## src/rtl/core/jtcf_pkg.sv

```systemverilog
`timescale 1ns / 1ps
// ----------------------------------------------------------------------------
// jtcf_pkg
// Shared constants, types and command/status structs of the trailing-comma
// filter.
// ----------------------------------------------------------------------------
package jtcf_pkg;

  localparam int SPACE_DEPTH = 16;
  localparam int CNT_W = $clog2(SPACE_DEPTH + 1);
  localparam int IDX_W = (SPACE_DEPTH > 1) ? $clog2(SPACE_DEPTH) : 1;

  localparam logic [7:0] CH_COMMA     = 8'h2C;
  localparam logic [7:0] CH_RBRACE    = 8'h7D;
  localparam logic [7:0] CH_RBRACKET  = 8'h5D;
  localparam logic [7:0] CH_QUOTE     = 8'h22;
  localparam logic [7:0] CH_BACKSLASH = 8'h5C;

  // output byte source select
  localparam logic [1:0] SEL_COMMA = 2'd0;
  localparam logic [1:0] SEL_BUF   = 2'd1;
  localparam logic [1:0] SEL_TAIL  = 2'd2;

  typedef struct packed {
    logic       accept;
    logic       load;
    logic [1:0] sel;
    logic       last;
    logic       idx_inc;
  } ctl_cmd_t;

  typedef struct packed {
    logic out_free;
    logic comma_nxt;
    logic buf_nxt;
    logic tail_nxt;
    logic buf_any;
    logic tail;
    logic idx_last;
  } dp_sts_t;

endpackage

```

## src/rtl/core/json_trailing_comma_filter.sv

```systemverilog
`timescale 1ns / 1ps
// ----------------------------------------------------------------------------
// json_trailing_comma_filter
// Streaming JSON filter that drops commas directly before a closing brace or
// bracket (whitespace in between allowed), outside string literals.
// ----------------------------------------------------------------------------
// Usage:
//   Input channel in_valid/in_ready carries one text byte per request, with
//   in_end_of_body set on the last byte of a body. Output channel
//   out_valid/out_ready carries the cleaned bytes; out_last_of_run marks the
//   last result of a request, out_body_done the final byte of a body and
//   out_whitespace_overflow every result of a request whose whitespace byte
//   found the 16-entry buffer full (the comma is then kept).
//   A request is accepted in the idle state; its results (0 to SPACE_DEPTH + 2)
//   then leave one per cycle while the output register is free.
//   A held comma and its whitespace produce no results until released. The
//   first result is loaded into the output register from the state entered
//   after the accept, once that register is free.
//   The next request is taken once the last result of the previous one is
//   in the output register, even if that result is not yet taken.
//   When the receiver stalls, the sequencer waits on the output register.
//   Reset (rst_n low, synchronous) clears string, escape and held-comma state
//   and empties the output register.
// ----------------------------------------------------------------------------
module json_trailing_comma_filter (
  input  logic       clk,
  input  logic       rst_n,
  input  logic       in_valid,
  output logic       in_ready,
  input  logic [7:0] in_data_byte,
  input  logic       in_end_of_body,
  output logic       out_valid,
  input  logic       out_ready,
  output logic [7:0] out_byte,
  output logic       out_last_of_run,
  output logic       out_body_done,
  output logic       out_whitespace_overflow
);
  import jtcf_pkg::*;

  ctl_cmd_t cmd;
  dp_sts_t  sts;

  jtcf_ctrl u_ctrl (
    .clk      (clk),
    .rst_n    (rst_n),
    .in_valid (in_valid),
    .in_ready (in_ready),
    .sts      (sts),
    .cmd      (cmd)
  );

  jtcf_datapath u_dp (
    .clk                     (clk),
    .rst_n                   (rst_n),
    .cmd                     (cmd),
    .sts                     (sts),
    .in_data_byte            (in_data_byte),
    .in_end_of_body          (in_end_of_body),
    .out_valid               (out_valid),
    .out_ready               (out_ready),
    .out_byte                (out_byte),
    .out_last_of_run         (out_last_of_run),
    .out_body_done           (out_body_done),
    .out_whitespace_overflow (out_whitespace_overflow)
  );

endmodule

```

## src/rtl/core/jtcf_datapath.sv

```systemverilog
`timescale 1ns / 1ps
// ----------------------------------------------------------------------------
// jtcf_datapath
// String/escape tracking, held comma and whitespace buffer, per-request
// emission plan and the output register.
// ----------------------------------------------------------------------------
module jtcf_datapath (
  input  logic                clk,
  input  logic                rst_n,
  input  jtcf_pkg::ctl_cmd_t  cmd,
  output jtcf_pkg::dp_sts_t   sts,
  input  logic [7:0]          in_data_byte,
  input  logic                in_end_of_body,
  output logic                out_valid,
  input  logic                out_ready,
  output logic [7:0]          out_byte,
  output logic                out_last_of_run,
  output logic                out_body_done,
  output logic                out_whitespace_overflow
);
  import jtcf_pkg::*;

  logic             inside_r, inside_nxt;
  logic             esc_r, esc_nxt;
  logic             held_r, held_nxt;
  logic [CNT_W-1:0] cnt_r, cnt_nxt;
  logic [7:0]       buf_r [SPACE_DEPTH];
  logic             buf_we;

  // plan of the request being emitted
  logic [7:0]       c_r;
  logic             eob_r;
  logic             ovf_r, ovf_nxt;
  logic             pcomma_nxt;
  logic [CNT_W-1:0] pn_r, pn_nxt;
  logic             ptail_r, ptail_nxt;
  logic [IDX_W-1:0] idx_r;

  logic             ov_r;
  logic [7:0]       ob_r;
  logic             olast_r, odone_r, oovf_r;

  logic is_space, is_close, cnt_full, rel_normal;

  always_comb begin
    is_space = (in_data_byte == 8'h20) ||
               (in_data_byte >= 8'h09 && in_data_byte <= 8'h0D);
    is_close = (in_data_byte == CH_RBRACE) || (in_data_byte == CH_RBRACKET);
    cnt_full = (cnt_r == CNT_W'(SPACE_DEPTH));

    inside_nxt = inside_r;
    esc_nxt    = esc_r;
    held_nxt   = held_r;
    cnt_nxt    = cnt_r;
    buf_we     = 1'b0;
    ovf_nxt    = 1'b0;
    pcomma_nxt = 1'b0;
    pn_nxt     = '0;
    ptail_nxt  = 1'b0;
    rel_normal = 1'b1;

    if (held_r) begin
      if (is_space) begin
        rel_normal = 1'b0;
        if (!cnt_full) begin
          buf_we  = 1'b1;
          cnt_nxt = cnt_r + CNT_W'(1);
          if (in_end_of_body) begin
            pcomma_nxt = 1'b1;
            pn_nxt     = cnt_r + CNT_W'(1);
          end
        end else begin
          ovf_nxt    = 1'b1;
          pcomma_nxt = 1'b1;
          pn_nxt     = cnt_r;
          ptail_nxt  = 1'b1;
          held_nxt   = 1'b0;
          cnt_nxt    = '0;
        end
      end else if (is_close) begin
        // comma dropped, buffered whitespace kept
        rel_normal = 1'b0;
        pn_nxt     = cnt_r;
        ptail_nxt  = 1'b1;
        held_nxt   = 1'b0;
        cnt_nxt    = '0;
      end else begin
        pcomma_nxt = 1'b1;
        pn_nxt     = cnt_r;
        held_nxt   = 1'b0;
        cnt_nxt    = '0;
      end
    end

    if (rel_normal) begin
      if (inside_r) begin
        ptail_nxt = 1'b1;
        if (esc_r) begin
          esc_nxt = 1'b0;
        end else if (in_data_byte == CH_BACKSLASH) begin
          esc_nxt = 1'b1;
        end else if (in_data_byte == CH_QUOTE) begin
          inside_nxt = 1'b0;
        end
      end else if (in_data_byte == CH_QUOTE) begin
        inside_nxt = 1'b1;
        ptail_nxt  = 1'b1;
      end else if (in_data_byte == CH_COMMA) begin
        if (in_end_of_body) begin
          ptail_nxt = 1'b1;
        end else begin
          held_nxt = 1'b1;
          cnt_nxt  = '0;
        end
      end else begin
        ptail_nxt = 1'b1;
      end
    end

    if (in_end_of_body) begin
      inside_nxt = 1'b0;
      esc_nxt    = 1'b0;
      held_nxt   = 1'b0;
      cnt_nxt    = '0;
    end
  end

  always_ff @(posedge clk) begin
    if (!rst_n) begin
      inside_r <= 1'b0;
      esc_r    <= 1'b0;
      held_r   <= 1'b0;
      cnt_r    <= '0;
      pn_r     <= '0;
      ptail_r  <= 1'b0;
      idx_r    <= '0;
    end else begin
      if (cmd.accept) begin
        inside_r <= inside_nxt;
        esc_r    <= esc_nxt;
        held_r   <= held_nxt;
        cnt_r    <= cnt_nxt;
        pn_r     <= pn_nxt;
        ptail_r  <= ptail_nxt;
        idx_r    <= '0;
      end else if (cmd.idx_inc) begin
        idx_r <= idx_r + IDX_W'(1);
      end
    end
  end

  always_ff @(posedge clk) begin
    if (cmd.accept) begin
      c_r   <= in_data_byte;
      eob_r <= in_end_of_body;
      ovf_r <= ovf_nxt;
    end
    if (cmd.accept && buf_we) begin
      buf_r[cnt_r[IDX_W-1:0]] <= in_data_byte;
    end
  end

  // output register
  always_ff @(posedge clk) begin
    if (!rst_n) begin
      ov_r <= 1'b0;
    end else if (cmd.load) begin
      ov_r <= 1'b1;
    end else if (out_ready) begin
      ov_r <= 1'b0;
    end
  end

  always_ff @(posedge clk) begin
    if (cmd.load) begin
      case (cmd.sel)
        SEL_COMMA: ob_r <= CH_COMMA;
        SEL_BUF:   ob_r <= buf_r[idx_r];
        SEL_TAIL:  ob_r <= c_r;
        default:   ob_r <= c_r;
      endcase
      olast_r <= cmd.last;
      odone_r <= cmd.last & eob_r;
      oovf_r  <= ovf_r;
    end
  end

  always_comb begin
    sts.out_free  = !ov_r || out_ready;
    sts.comma_nxt = pcomma_nxt;
    sts.buf_nxt   = (pn_nxt != '0);
    sts.tail_nxt  = ptail_nxt;
    sts.buf_any   = (pn_r != '0);
    sts.tail      = ptail_r;
    sts.idx_last  = ((CNT_W'(idx_r) + CNT_W'(1)) == pn_r);
  end

  assign out_valid               = ov_r;
  assign out_byte                = ob_r;
  assign out_last_of_run         = olast_r;
  assign out_body_done           = odone_r;
  assign out_whitespace_overflow = oovf_r;

endmodule

```

## src/rtl/core/jtcf_ctrl.sv

```systemverilog
`timescale 1ns / 1ps
// ----------------------------------------------------------------------------
// jtcf_ctrl
// Sequencer: accepts a request, then steps through comma, buffered whitespace
// and tail byte, one result per cycle when the output register is free.
// ----------------------------------------------------------------------------
module jtcf_ctrl (
  input  logic               clk,
  input  logic               rst_n,
  input  logic               in_valid,
  output logic               in_ready,
  input  jtcf_pkg::dp_sts_t  sts,
  output jtcf_pkg::ctl_cmd_t cmd
);
  import jtcf_pkg::*;

  localparam logic [1:0] ST_IDLE  = 2'd0;
  localparam logic [1:0] ST_COMMA = 2'd1;
  localparam logic [1:0] ST_BUF   = 2'd2;
  localparam logic [1:0] ST_TAIL  = 2'd3;

  logic [1:0] state_r, state_nxt;

  always_comb begin
    state_nxt   = state_r;
    in_ready    = 1'b0;
    cmd.accept  = 1'b0;
    cmd.load    = 1'b0;
    cmd.sel     = SEL_TAIL;
    cmd.last    = 1'b0;
    cmd.idx_inc = 1'b0;
    case (state_r)
      ST_IDLE: begin
        in_ready = 1'b1;
        if (in_valid) begin
          cmd.accept = 1'b1;
          if (sts.comma_nxt)     state_nxt = ST_COMMA;
          else if (sts.buf_nxt)  state_nxt = ST_BUF;
          else if (sts.tail_nxt) state_nxt = ST_TAIL;
        end
      end
      ST_COMMA: begin
        cmd.sel  = SEL_COMMA;
        cmd.last = !sts.buf_any && !sts.tail;
        if (sts.out_free) begin
          cmd.load = 1'b1;
          if (sts.buf_any)   state_nxt = ST_BUF;
          else if (sts.tail) state_nxt = ST_TAIL;
          else               state_nxt = ST_IDLE;
        end
      end
      ST_BUF: begin
        cmd.sel  = SEL_BUF;
        cmd.last = sts.idx_last && !sts.tail;
        if (sts.out_free) begin
          cmd.load = 1'b1;
          if (!sts.idx_last) cmd.idx_inc = 1'b1;
          else if (sts.tail) state_nxt = ST_TAIL;
          else               state_nxt = ST_IDLE;
        end
      end
      ST_TAIL: begin
        cmd.sel  = SEL_TAIL;
        cmd.last = 1'b1;
        if (sts.out_free) begin
          cmd.load  = 1'b1;
          state_nxt = ST_IDLE;
        end
      end
      default: state_nxt = ST_IDLE;
    endcase
  end

  always_ff @(posedge clk) begin
    if (!rst_n) begin
      state_r <= ST_IDLE;
    end else begin
      state_r <= state_nxt;
    end
  end

endmodule

```

## config.mk

```make
export PLATFORM = sky130hd
export DESIGN_NAME = json_trailing_comma_filter
export DESIGN_NICKNAME = d
export VERILOG_FILES = /design/src/rtl/core/jtcf_pkg.sv /design/src/rtl/core/json_trailing_comma_filter.sv /design/src/rtl/core/jtcf_datapath.sv /design/src/rtl/core/jtcf_ctrl.sv
export SDC_FILE = /design/constraint.sdc
export NUM_CORES = 1
export LEC_CHECK = 0
export ABC_AREA = 1
export BUFFER_PORTS_ARGS = -buffer_cell sky130_fd_sc_hd__buf_2
export CAP_MARGIN = 0
export CELL_PAD_IN_SITES_DETAIL_PLACEMENT = 1
export CELL_PAD_IN_SITES_GLOBAL_PLACEMENT = 2
export CORE_UTILIZATION = 42
export DETAILED_ROUTE_END_ITERATION = 10
export GPL_TIMING_DRIVEN = 0
export MAX_ROUTING_LAYER = met4
export PLACE_DENSITY_LB_ADDON = 0.1
export SYNTH_ARGS = -nofsm -noshare
export SYNTH_HDL_FRONTEND = slang
export SYNTH_SLANG_ARGS = --single-unit
```

## constraint.sdc

```tcl
create_clock -name clk -period 2.4 [get_ports clk]
set_input_delay 0.24 -clock clk [delete_from_list [all_inputs] [get_ports clk]]
set_output_delay 0.24 -clock clk [all_outputs]
set_load 0.02 [all_outputs]
```

==> metrics.txt, run 1 <==
Worst path slowest cell=clkbuf_1; vias in the first global route=5532; Layout Area Growth over Synthesis=19.7%; TritonCTS clock tree=done; Net Sw Power=3.02 mW; setup ws final=0.107 ns; Initial Util=43.2%; crit-path max FO=10; Mapped Area=7490 um2; Yosys warning count=0; Hold Vio Cnt, Final=0; min Tclk post-route=2.29 ns; Vias=5468; pre-CTS setup slack=-0.722 ns; GR Layer Usage met2=40.2%; CTS Sinks=174; largest cells by area after synthesis=edfxtp_1 60%, dfxtp_1 6.7%, o21ai_0 5.7%, nor2_1 5.4%, nand2_1 3.9%; Final Skew=0.0130 ns; GR peak layer=met2; Combinational Power Share=26.1%; slew of the pin with the lowest slew margin=0.759 ns; Fmax=436 MHz; post-synthesis cell count=676; Die ar.=18400 um2; Total GRT Usage=25.9%; clock network power share=33.1%; max-cap viol count=0; most numerous cell on the critical path=nand2_1; NumNets Final=763; pin count of the biggest net entering global routing=21; most frequent cells in the layout=149 x edfxtp_1, 93 x nor2_1, 85 x o21ai_0; leak pwr=3.16 nW; total power=9.00 mW; period utilization=95.6%; Post-Syn Nets=699; initial antenna violation count=0; vias per cell=5.60; Slew Limit Headroom=49.4%; commonest non-fill, non-tap cell in the layout=edfxtp_1; Internal=5.98 mW; RD Place Congestion=0.844; crit-path max cell delay=0.52 ns; Pre-antenna DRT Iters=5; HP Class=in2reg; Worst Path Arrival=2.55 ns; final setup fails=0; CP endpoint kind=register; area leader, netlist=edfxtp_1; routed len/inst=22.7 um; Clock Latency Late Sink=0.44 ns; Worst VDD drop=0.000519 V; CTS max path bufs=2; met3 Use GR=4.23%; n_diodes=0; DP Wirelength=15100 um; clk slew on worst S/H paths=0.07 ns; Die Width=136 um; # H-tree levels=4; total wire length=22200 um; PortBufs=25; global-route wire length before repair=33100 um; Req. time, crit path=2.65 ns; status=completed; area of the core=17400 um2; Critical Path, Cell by Cell=buf_4 -> clkbuf_1 -> nor2_1 -> o22ai_1 -> nand2_1 -> a31oi_1 -> nand2_1 -> o21ai_0; Hold Buf Count CTS=0; Fillers=1860; Pins Over Slew Limit=0; Post-route DRC=0; CP startpoint kind=register; PwrDens=1000 nW/um2; share of cells above drive strength 1=18.5%; FF+latch count, synth=174; grt total ovfl=0; cell row count=48; Die H=136 um; CTS Buf Count=17; Yosys top cell area share=59.7%; I/O pin cnt=26; switching fraction of total power=33.6%; sequential share of power=40.7%; crit path kind=reg2reg; post-synthesis cell type count=41; cell chosen for the clock root=clkbuf_16; Avg Cell Area, Syn=11.1 um2; DR iter-0 viols=363; sequential fraction of the synthesis area=66.4%; grt met1 use=34.4%; antenna-violating nets left=0
-- cell usage after synthesis --
library cell	n
o21a_1	1
clkinv_1	1
edfxtp_1	149
a21oi_2	2
buf_4	1
clkbuf_1	17
nor4_1	1
o32ai_1	1
o22ai_1	33
nor3_1	5
inv_2	8
a22oi_1	2
inv_1	45
ha_1	10
nand2_1	77
o31ai_1	1
o211ai_1	3
nand3_2	1
nand3_1	26
buf_2	7
xor2_1	4
or2_2	1
o21ai_0	85
a32oi_1	1
buf_6	1
xnor2_1	2
nor2_4	4
nor2_2	2
a21oi_1	13
nor2_1	108
a31oi_1	6
nand2_2	9
nand4_1	3
nor3b_1	1
o221ai_1	11
o21ai_1	1
nand2_4	3
o211a_1	1
a211oi_1	1
nor3_2	3
dfxtp_1	25
-- power groups by stage --
stage	combinational [mW]	clock [mW]	sequential, mW
2_1_floorplan	1.28	0	3.83
3_3_place_gp	2.19	0	3.72
3_5_place_dp	2.25	0	3.74
4_1_cts	2.28	3.00	3.67
5_1_grt	2.55	3.11	3.68
6_report	2.35	2.98	3.67
-- stage by stage --
step	utilization, %	area [um2]	cells	TNS [ns]	hold slack, ns
after CTS	50.4	8750	964	-2.05	0.0457
after global routing	51.7	8970	977	-0.00935	0.0720
after detailed placement	45.5	7900	926	-75.06	0.423
after global placement	45.5	7900	926	-57.60	0.414
after floorplan	-	7490	676	0	0.339
final	51.7	8970	977	0	0.0599
-- critical path, delay by kind of cell (launching register included) --
family / cells / cell delay (ns)
buf+inv: 2 / 0.72
compound gates: 3 / 0.65
flops: 1 / 0.36
simple gates: 3 / 0.37
-- path summary, 6_finish.rpt --
path / from / to / slack (ns) / cells past startpoint
worst max-delay path: register / u_dp.out_byte[0] / 0.11 / 8
worst min-delay path: rst_n / u_ctrl.state_r[1] / 0.06 / 3
worst max register to register: register / u_dp.out_byte[0] / 0.11 / 8
worst min register to register: u_dp.ovf_r / u_dp.out_whitespace_overflow / 0.44 / 0
-- layer usage --
| metal | vias to the layer above | part of all wire, % |
|---|---|---|
| met5 | - | 0 |
| met4 | 0 | 1.8 |
| met3 | 25 | 4.7 |
| met2 | 146 | 49 |
| met1 | 2759 | 45 |
| li1 | 2538 | - |
-- what timing repair did --
action	CTS	global route
pin swaps	6	7
buffers inserted	7	13
resized for setup	28	14
endpoints found under the setup margin	138	153
endpoints found under the hold margin	0	0
-- registers in the layout, summed over array words and instances (netlist names), 2 cells and up, named ones only --
register / cells
u_dp.buf_r: 128
u_dp.cnt_r: 5
u_dp.idx_r: 4
u_dp.c_r: 8
u_dp.out_byte: 8
u_ctrl.state_r: 2
u_dp.pn_r: 5
-- kinds of logic (layout without fill, tap and decap cells) --
logic type | count (synthesis) | in the layout | share of synthesized area, %
compound gates | 162 | 162 | 12.6
fa+ha+maj | 10 | 10 | 1.67
flops | 174 | 174 | 66.4
xor+xnor | 6 | 6 | 0.702
buf+inv | 80 | 156 | 4.28
simple gates | 244 | 244 | 14.4
-- area by class of cell --
class / instances / area [um2] / share of cell area [%]
Tap cell: 225 / 282 / 3.14
Timing Repair Buffer: 45 / 425 / 4.74
Clock inverter: 14 / 205 / 2.29
Sequential cell: 174 / 4980 / 55.5
Inverter: 54 / 206 / 2.30
Multi-Input combinational cell: 422 / 2320 / 25.9
Buffer: 26 / 121 / 1.35
Clock buffer: 17 / 425 / 4.74
Note: power is estimated with default switching activity, not from simulation.
==> run 2, diff against run 1 <==
ABC_AREA = not set   (was 1)
==> run 2 against run 1 <==
- synthesized cell count is 30% lower
- sequential power is 2% lower
- critical path depth is 1 higher
- flip-flop and latch count stayed put
- non-clock buffer count is 14 lower
- cell count is 22% lower
- critical path type unchanged
- critical endpoint is now u_dp.buf_r[3][1]
==> metrics.txt, run 2 <==
Initial Util=43.2%; CP endpoint kind=register; EDFF count, synth=149; max-cap viol count=0; min Tclk post-route=2.38 ns; asr flop ratio synth=0%; CTS Buf Count=17; Die H=136 um; Worst Path Arrival=2.51 ns; Clock Latency Late Sink=0.42 ns; HP Class=in2reg; Total GRT Usage=22.4%; vias in the first global route=4577; pin count of the biggest net entering global routing=25; Avg Cell Area, Syn=15.9 um2; total wire length=18300 um; Fmax=421 MHz; share of cells above drive strength 1=31.2%; Post-Syn Nets=495; crit-path max FO=8; Yosys top cell area share=59.7%; Post-Place Cells=721; RSZ-0062 raised after global routing=true; Hold Buf Count CTS=0; area leader, netlist=edfxtp_1; Post-route DRC=0; I/O pin cnt=26; CTS Sinks=174; area of the core=17400 um2; sequential fraction of the synthesis area=66.4%; Pins Over Slew Limit=0; Req. time, crit path=2.54 ns; vias per cell=5.72; fin util=51.4%; pre-CTS setup slack=-0.959 ns; setup ws final=0.0226 ns; Mapped Area=7490 um2; most frequent cell after synthesis=edfxtp_1; cell chosen for the clock root=clkbuf_16; crit path kind=reg2reg; Hold Vio Cnt, Final=0; Die Width=136 um; DR iter-0 viols=286; slew of the pin with the lowest slew margin=0.887 ns; CP startpoint kind=register; initial antenna violation count=0; Post-synth top cells=149 x edfxtp_1, 40 x mux4_2, 37 x nor2_1; ys flop type=edfxtp_1; n_diodes=0; cell row count=48; Fin Setup TNS=0 ns; TritonCTS clock tree=done; PwrDens=877 nW/um2; Final Skew=0.00998 ns; FF+latch count, synth=174; NumNets Final=552; Worst VDD drop=0.000607 V; final setup fails=0; post-synthesis cell type count=74; # H-tree levels=4; clk slew on worst S/H paths=0.07 ns; Layout Area Growth over Synthesis=19.0%; final hold slack=0.125 ns; CTS max path bufs=2; max reg flops=128; largest cells by area after synthesis=edfxtp_1 60%, mux4_2 12%, dfxtp_1 6.7%, nor2_1 1.9%, ha_1 1.7%; Post-Layout Cell Count=766; Yosys warning count=0; Slew Limit Headroom=40.5%; period utilization=99.1%; Vias=4381; status=completed; RD Place Congestion=0.749; DP Wirelength=12100 um; grt total ovfl=0; antenna-violating nets left=0; global-route wire length before repair=28500 um; commonest non-fill, non-tap cell in the layout=edfxtp_1; Die ar.=18400 um2; post-synthesis cell count=472; routed len/inst=23.8 um; Pre-antenna DRT Iters=4; Fillers=1646; PortBufs=24; leak pwr=2.84 nW; most frequent cells in the layout=149 x edfxtp_1, 40 x mux4_2, 25 x buf_2, 25 x nor2_1, 22 x dfxtp_1
[run 2: cell types whose count changed after synthesis, sizes merged, moves of 11 or more]
cell / change
inv: -35
mux4: +40
nand2: -72
nand3: -11
nor2: -77
o21ai: -65
o22ai: -32
[run 2: cell families (layout without fill, tap and decap cells)]
kind of cell / after synthesis / after routing / synth area share, %
adders and majority gates: 10 / 10 / 1.67
and+or+nand+nor: 117 / 117 / 8.06
xor gates and xnor gates: 9 / 9 / 1.05
buffers and inverters: 38 / 107 / 2.19
muxes: 46 / 46 / 12.8
AOI/OAI and AO/OA: 78 / 78 / 7.81
DFF: 174 / 174 / 66.4
[run 2: area by class of cell]
type	instances	area (um2)	area share, %
sequential	174	4980	55.9
multi-input combinational	260	2580	29.0
clock buffer	17	425	4.77
timing repair buffer	39	324	3.63
tap	225	282	3.16
clock inverter	14	130	1.46
buffer	18	111	1.25
inverter	19	76.3	0.856
[run 2: worst max-delay path: stages (launching register included)]
cell	delay, ns
dfxtp_4	0.36
clkinvlp_4	0.10
ha_4	0.17
and4bb_2	0.25
or2b_1	0.29
a2111oi_4	0.22
buf_6	0.24
nand2_8	0.10
nor3_4	0.18
buf_12	0.17
[run 2: per-stage QoR]
stage,cell area [um2],power (mW)
final,8920,7.82
after global routing,8920,8.16
after CTS,8860,7.89
after global placement,7920,5.19
after detailed placement,7920,5.23
after floorplan,7510,4.73
[run 2: per-layer routing]
metal,global-route usage (%),vias to the layer above,share of wire [%]
li1,-,1990,-
met1,31.7,2279,47
met2,33.3,102,47
met3,4.30,10,5.2
met4,5.43,0,0.60
met5,-,-,0
[run 2: power breakdown]
part / internal, mW / switching (mW) / leakage [nW]
sequential: 3.50 / 0.0775 / 1.55
clock: 1.44 / 1.20 / 0.274
combinational: 0.626 / 0.975 / 1.01
total: 5.57 / 2.25 / 2.84
[run 2: worst paths after layout]
check                           cells after the start  slack, ns          start                      endpoint
worst max register to register                      9       0.02  u_dp.cnt_r[0]              u_dp.buf_r[3][1]
worst max-delay path                                9       0.02  u_dp.cnt_r[0]              u_dp.buf_r[3][1]
worst min register to register                      0       0.44     u_dp.ovf_r  u_dp.out_whitespace_overflow
worst min-delay path                                4       0.13      out_ready                u_dp.out_valid
[run 2: timing repair]
action                     4_1_cts  5_1_grt
gates resized for setup         55       11
setup endpoints to repair      144      131
buffers inserted                14        1
pin swaps                       10        7
